[config.mk]
export PLATFORM = sky130hd
export DESIGN_NAME = s2pf_out_queue
export DESIGN_NICKNAME = d
export VERILOG_FILES = /design/src/sv/s2pf_pkg.sv /design/src/sv/s2pf_out_queue.sv
export VERILOG_INCLUDE_DIRS = /design/src /design/src/sv
export SDC_FILE = /design/constraint.sdc
export NUM_CORES = 1
export LEC_CHECK = 0
export ABC_AREA = 1
export BUFFER_PORTS_ARGS = -buffer_cell sky130_fd_sc_hd__buf_4
export CAP_MARGIN = 20
export CELL_PAD_IN_SITES_DETAIL_PLACEMENT = 0
export CELL_PAD_IN_SITES_GLOBAL_PLACEMENT = 1
export CORE_MARGIN = 3
export CORE_UTILIZATION = 41
export DETAILED_ROUTE_END_ITERATION = 16
export PLACE_DENSITY = 0.76
export SYNTH_ARGS = -nofsm -noshare
export SYNTH_HDL_FRONTEND = slang
export SYNTH_SLANG_ARGS = --single-unit
[constraint.sdc]
create_clock -name clk -period 4.4 [get_ports clk]
set_clock_uncertainty 0.15 [all_clocks]
set_input_delay 0.44 -clock clk [delete_from_list [all_inputs] [get_ports clk]]
set_output_delay 0.44 -clock clk [all_outputs]
set_load 0.005 [all_outputs]
[src/sv/streaming_2d_peak_finder_assert.svh]
// ----------------------------------------------------------------------------
// Streaming 2D peak finder assertion macros
// Concurrent checks sampled on the rising clock edge, off while in reset.
// ----------------------------------------------------------------------------
`ifndef STREAMING_2D_PEAK_FINDER_ASSERT_SVH
`define STREAMING_2D_PEAK_FINDER_ASSERT_SVH

// same-cycle implication
`define S2PF_ASSERT_IMPL(lbl, ck, rn, ante, cons) \
  lbl: assert property (@(posedge ck) disable iff (!(rn)) (ante) |-> (cons)) \
    else $error("s2pf: same-cycle check failed");

// next-cycle implication
`define S2PF_ASSERT_NEXT(lbl, ck, rn, ante, cons) \
  lbl: assert property (@(posedge ck) disable iff (!(rn)) (ante) |=> (cons)) \
    else $error("s2pf: next-cycle check failed");

`endif

[src/sv/s2pf_pkg.sv]
// ----------------------------------------------------------------------------
// s2pf_pkg
// Shared widths, types and helpers of the streaming 2D peak finder.
// ----------------------------------------------------------------------------
`default_nettype none

package s2pf_pkg;

  localparam int MAX_COLS  = 1024;
  localparam int LINE_ROWS = 3;
  localparam int PIX_W     = 32;
  localparam int ROW_W     = 12;
  localparam int COLS_W    = 11;
  localparam int COL_W     = $clog2(MAX_COLS);
  localparam int NUM_W     = 22;
  localparam int CFG_W     = 12;
  localparam int CFG_IDX_W = 1;
  localparam int MAX_RES   = 3;
  localparam int SLOT_W    = $clog2(LINE_ROWS);

  typedef logic [SLOT_W-1:0] slot_t;

  typedef enum logic [CFG_IDX_W-1:0] {
    REG_NUM_ROWS = 1'b0,
    REG_NUM_COLS = 1'b1
  } cfg_reg_t;

  typedef struct packed {
    logic [MAX_RES-1:0]             mask;
    logic [MAX_RES-1:0][ROW_W-1:0]  row;
    logic [MAX_RES-1:0][COLS_W-1:0] col;
    logic [MAX_RES-1:0][NUM_W-1:0]  num;
  } group_t;

  function automatic slot_t slot_next(input slot_t s);
    return (s == slot_t'(LINE_ROWS - 1)) ? slot_t'(0) : slot_t'(s + slot_t'(1));
  endfunction

  function automatic slot_t slot_prev(input slot_t s);
    return (s == slot_t'(0)) ? slot_t'(LINE_ROWS - 1) : slot_t'(s - slot_t'(1));
  endfunction

endpackage

`default_nettype wire

[src/sv/s2pf_out_queue.sv]
// ----------------------------------------------------------------------------
// s2pf_out_queue
// Holds one group of up to three peak results and drains it through the
// output register, one item per cycle while out_stall is low, flagging the last of each group.
// ----------------------------------------------------------------------------
`default_nettype none
`include "streaming_2d_peak_finder_assert.svh"

module s2pf_out_queue (
  input  logic                        clk,
  input  logic                        rst_n,
  input  logic                        grp_push,
  input  s2pf_pkg::group_t            grp_in,
  output logic                        grp_ready,
  output logic                        out_valid,
  input  logic                        out_stall,
  output logic [s2pf_pkg::ROW_W-1:0]  out_peak_row,
  output logic [s2pf_pkg::COLS_W-1:0] out_peak_col,
  output logic [s2pf_pkg::NUM_W-1:0]  out_peak_number,
  output logic                        out_last_of_run
);

  s2pf_pkg::group_t                  g_r;
  logic                              out_valid_r;
  logic [s2pf_pkg::ROW_W-1:0]        out_row_r;
  logic [s2pf_pkg::COLS_W-1:0]       out_col_r;
  logic [s2pf_pkg::NUM_W-1:0]        out_num_r;
  logic                              out_last_r;

  logic                              out_load;
  logic [1:0]                        sel;
  logic [s2pf_pkg::MAX_RES-1:0]      rest_mask;

  always_comb begin
    out_load  = !out_valid_r || !out_stall;
    rest_mask = g_r.mask;
    if (g_r.mask[0]) begin
      sel          = 2'd0;
      rest_mask[0] = 1'b0;
    end else if (g_r.mask[1]) begin
      sel          = 2'd1;
      rest_mask[1] = 1'b0;
    end else begin
      sel          = 2'd2;
      rest_mask[2] = 1'b0;
    end
    grp_ready = (g_r.mask == '0) || (out_load && (rest_mask == '0));
  end

  always_ff @(posedge clk) begin
    if (!rst_n) begin
      g_r.mask    <= '0;
      out_valid_r <= 1'b0;
    end else begin
      if (grp_push) begin
        g_r <= grp_in;
      end else if (out_load) begin
        g_r.mask <= rest_mask;
      end
      if (out_load) begin
        out_valid_r <= (g_r.mask != '0);
      end
    end
  end

  always_ff @(posedge clk) begin
    if (out_load && (g_r.mask != '0)) begin
      out_row_r  <= g_r.row[sel];
      out_col_r  <= g_r.col[sel];
      out_num_r  <= g_r.num[sel];
      out_last_r <= (rest_mask == '0);
    end
  end

  assign out_valid       = out_valid_r;
  assign out_peak_row    = out_row_r;
  assign out_peak_col    = out_col_r;
  assign out_peak_number = out_num_r;
  assign out_last_of_run = out_last_r;

  `S2PF_ASSERT_IMPL(a_more_pending, clk, rst_n, out_valid_r && !out_last_r, g_r.mask != '0)
  `S2PF_ASSERT_NEXT(a_run_continues, clk, rst_n, out_valid_r && !out_stall && !out_last_r, out_valid_r)
  `S2PF_ASSERT_IMPL(a_push_ready, clk, rst_n, grp_push, grp_ready && (grp_in.mask != '0))

endmodule

`default_nettype wire

======== After elaboration in Yosys (flattened, before gate mapping) ========
Cells that the tools add are included.
operators by class
  divide/modulo/power cells ............... 0
  multiply operators ...................... 0
  bitwise operators ....................... 0
  equality and inequality tests ........... 0
  $add $sub $neg .......................... 0
  multiplexer cells ....................... 12
  $lt $le $gt $ge ......................... 1
  shift operators ......................... 0
  reduce and logical (&&, ||, !) cells .... 11
operators with widths
  operator            number
  $bmux 22 s2         1
  $bmux 12 s2         1
  $bmux 11 s2         1
  $mux 22             1
  $mux 12             1
  $mux 11             1
  $logic_not 3->1     2
  $mux 2              3
  $mux 3              2
  $lt 2x3->1 const B  1
  $reduce_bool 3->1   1
  $logic_and 1x1->1   2
  $logic_not 1->1     2
  $logic_or 1x1->1    2
  $reduce_and 2->1    1
  $reduce_bool 2->1   1
  $mux 1              1
word-level totals
  bits in latches ......................... 0
  memory bits (read-only) ................. 0
  output and inout bits ................... 48
  word-level logic and storage cells ...... 39
  register bits ........................... 185
  RAM bits ................................ 0
  bits of input ports ..................... 142
  memories kept ........................... 0

======== Longest topological paths before layout ========
  word-level depth ........................ 5
  depth in mapped cells ................... 6
  gate-level depth less buffers ........... 6

======== Least setup slack after synthesis ========
Ideal clock, no wire load.
  path type ............................... input port to flip-flop
  start ................................... input port rst_n
  end ..................................... register g_r[0] in the netlist's numbering, enable pin
  cell stages on the path ................. 2
  path buffers ............................ 0
  setup time .............................. 489 ps
  data required time ...................... 3761 ps
  path slack .............................. 673 ps
  arrival time ............................ 3089 ps
  path through ............................ nand2_1 inv_1
on the way
  cells in the longest elaborated chain, start to end .. 1
ends and longest elaborated chain
  item                        RTL line              RTL
  start, declared             s2pf_out_queue.sv:11  input logic rst_n,
  $reduce_and 2->1 (no line)  n/a
  end signal, assigned        s2pf_out_queue.sv:56  g_r <= grp_in;
  end, declared               s2pf_out_queue.sv:23  s2pf_pkg::group_t g_r;
Every way passes these cells.
A chain may end at the register's enable or synchronous reset.

======== Worst setup path after layout ========
  start ................................... register g_r[136] in the netlist's numbering
  end ..................................... register out_row_r, in the netlist out_peak_row[0], enable pin
on the way
  cells in the longest elaborated chain, start to end .. 2
ends and longest elaborated chain
  item                  RTL line              RTL
  $reduce_bool 3->1     s2pf_out_queue.sv:67  if (out_load && (g_r.mask != '0)) begin
  $logic_and 1x1->1     s2pf_out_queue.sv:67
  end signal, assigned  s2pf_out_queue.sv:68  out_row_r <= g_r.row[sel];
  end, declared         s2pf_out_queue.sv:25  logic [s2pf_pkg::ROW_W-1:0] out_row_r;
Every way passes these cells.

==> summary.md <==
| Metric | Value |
|---|---|
| Nets | 755 |
| Average wire per standard cell | approximately 16 um |
| Post-CTS Hold Buffers | 0 |
| DRT iter0 DRCs | between 200 and 250 |
| Unique masters post-synth | 14 |
| Die area | ~17000 um^2 |
| CTS root buffer | clkbuf_16 |
| CP endpoint kind | register |
| Worst Slack Setup Final | approximately 1.9 ns |
| Syn Inst Count | just over 400 |
| #FFs+latches synth | between 150 and 200 |
| CP max FO | 48 |
| Critical setup path kind | reg2reg |
| Setup Fix Bufs, Post-CTS | 0 |
| Setup TNS | 0 ns |
| Synthesized area | ~6500 um^2 |
| Tot Pwr | ~3.8 mW |
| Post_cts resized | 0 |
| FF-to-FF Start | g_r[136] |
| Final Wtd Congestion | between 0.7 and 0.8 |
| Critical Path RT | roughly 4.3 ns |
| Max-slew violations | 0 |
| Clock sinks | approximately 190 |
| H-tree depth | 4 |
| Max-slew headroom | approximately 41% |
| Pwr dens | roughly 440 nW/um^2 |
| Fillers | approximately 1300 |
| Critical Path AT | between 2 and 2.5 ns |
| CTS tree | built |
| Mapped Nets | between 500 and 600 |
| WL final | 13.3 mm |
| Fmax | roughly 0.40 GHz |
| Reg2Reg Setup Slack | 1.92 ns |
| Layout cells sized above 1 | ~36% |
| CTS Buffer Depth | 2 |
| Initial antenna violation count | 0 |
| Area Growth Syn to Fin | 33.6% |
| Vias after detailed routing | roughly 3900 |
| Hold_sp | grp_in[26] |
| Crit share post-route | between 50% and 60% |
| Unrepaired setup endpoints after global routing | no |
| Worst slew pin tran | roughly 0.88 ns |
| Drt drc | 0 |
| DR vias/cell | between 4 and 5 |
| Detailed Routing Iterations Pass 1 | 4 |
| Die X | about 130 um |
| Final Setup Violations | 0 |
| I/O Buffers | 189 |
| Endpoints failing hold | 0 |
| Yosys synthesis warning count | 0 |
| Initial core utilization | between 40% and 50% |
| Vias in the first global route | around 4000 |
| Clock slew at reported path FFs | roughly 0.07 ns |
| Core box area | 15400 um^2 |
| Worst skew pair latency | roughly 0.42 ns |
| First-pass GRT wire length | approximately 21 mm |
| Leakage | 3.43 nW |
| Tmin final | between 2 and 2.5 ns |
| Worst setup path start | g_r[136] |
| ANT cells | 0 |
| Max Cap Viol | 0 |
| Mean post-synth cell area | 15.7 um^2 |
| Row count | 45 |
| DP Worst Slack | roughly 1.8 ns |
| Hold crit path type | in2reg |
| VDD IR-drop max | 0.277 mV |
| Register area share after synthesis | 84.9% |
| Antenna Nets Post-Route | 0 |
| Num CTS Buffers | 17 |
| Hold slack | around 0.036 ns |
| Largest net degree at the start of global routing | 82 |
| I/O Pins | between 150 and 200 |
| Outcome | finished, final reports clean |
| DP HPWL | ~8.6 mm |
| Congestion Overflow GR | 0 |
| Total Routing Usage GR | roughly 16% |
| CP startpoint kind | register |
| Die Y | 132 um |
-- sequential cells by signal, indices dropped and copies added (netlist names) --
name             flops
out_peak_col        11
g_r                138
out_valid            1
out_peak_number     22
out_last_of_run      1
out_peak_row        12
-- worst max-delay path: stages (launching register included) --
cell     delay, ns
dfxtp_1       0.42
nor2_4        0.03
buf_4         0.29
a21oi_4       0.77
buf_4         0.45
-- final timing paths --
path | endpoint | cells past startpoint
worst max-delay path | out_peak_row[0] | 4
worst min-delay path | g_r[26] | 1
worst max register to register | out_peak_row[0] | 4
worst min register to register | out_peak_row[0] | 2
-- metal layers --
metal,vias to the layer above,wire length [um],GRT usage (%)
li1,1872,-,-
met1,1804,5650,20.0
met2,153,6280,24.5
met3,26,1060,5.88
met4,0,325,7.88
met5,-,0,0
-- layout by cell type, fill, tap and decap left out --
cell | Yosys | layout
buf_4 | 5 | 193
clkinv_1 | 0 | 3
inv_1 | 7 | 6
a21oi_1 | 2 | 1
edfxtp_1 | 181 | 181
dfxtp_1 | 4 | 3
a21oi_4 | 0 | 1
inv_2 | 1 | 1
nand3_1 | 48 | 48
clkbuf_16 | 0 | 17
inv_6 | 0 | 2
clkinv_4 | 0 | 1
clkbuf_1 | 0 | 1
bufinv_16 | 0 | 1
o21ai_0 | 1 | 1
nor2_1 | 3 | 3
nand2_1 | 151 | 151
clkinvlp_4 | 0 | 3
inv_4 | 0 | 1
dfxtp_2 | 0 | 1
nor2_4 | 1 | 2
clkinv_2 | 0 | 3
buf_12 | 0 | 1
-- final cells by class --
class	instances	area [um^2]	share of cell area (%)
tap	211	264	3.04
inverter	8	32.5	0.375
multi-input combinational	207	867	9.99
sequential	185	5520	63.5
clock inverter	13	105	1.21
clock buffer	18	429	4.94
timing repair buffer	194	1470	16.9
-- synthesized netlist by cell type --
cell type	count	area, um^2
nand3_1	48	240
inv_1	7	26.3
dfxtp_1	4	80.1
buf_6	3	33.8
edfxtp_1	181	5440
inv_2	1	3.75
nor2_4	1	11.3
buf_4	5	37.5
a21oi_1	2	10.0
nor2_1	3	11.3
o21ai_0	1	5.00
nor2_2	1	6.26
buf_2	6	30.0
nand2_1	151	567
-- kinds of logic (layout without fill, tap and decap cells) --
group                  Yosys count  count (layout)  share of synthesized area [%]
AOI/OAI and AO/OA                3               3                          0.231
DFF                            185             185                           84.9
buffers and inverters           22             233                           2.02
and+or+nand+nor                204             204                           12.9
-- power breakdown --
| part | total [mW] | switching [mW] | internal, mW |
|---|---|---|---|
| Clock | 1.39 | 0.622 | 0.770 |
| Combinational | 0.294 | 0.140 | 0.155 |
| Sequential | 2.13 | 0.0362 | 2.09 |
-- stage by stage --
stage / cells / utilization (%) / area, um^2
after global placement: 805 / 53.0 / 8150
after floorplan: 414 / - / 6500
final: 836 / 56.5 / 8680
after global routing: 836 / 56.5 / 8680
after CTS: 836 / 56.5 / 8680
after detailed placement: 805 / 53.0 / 8150
(Power assumes the default switching activity.)
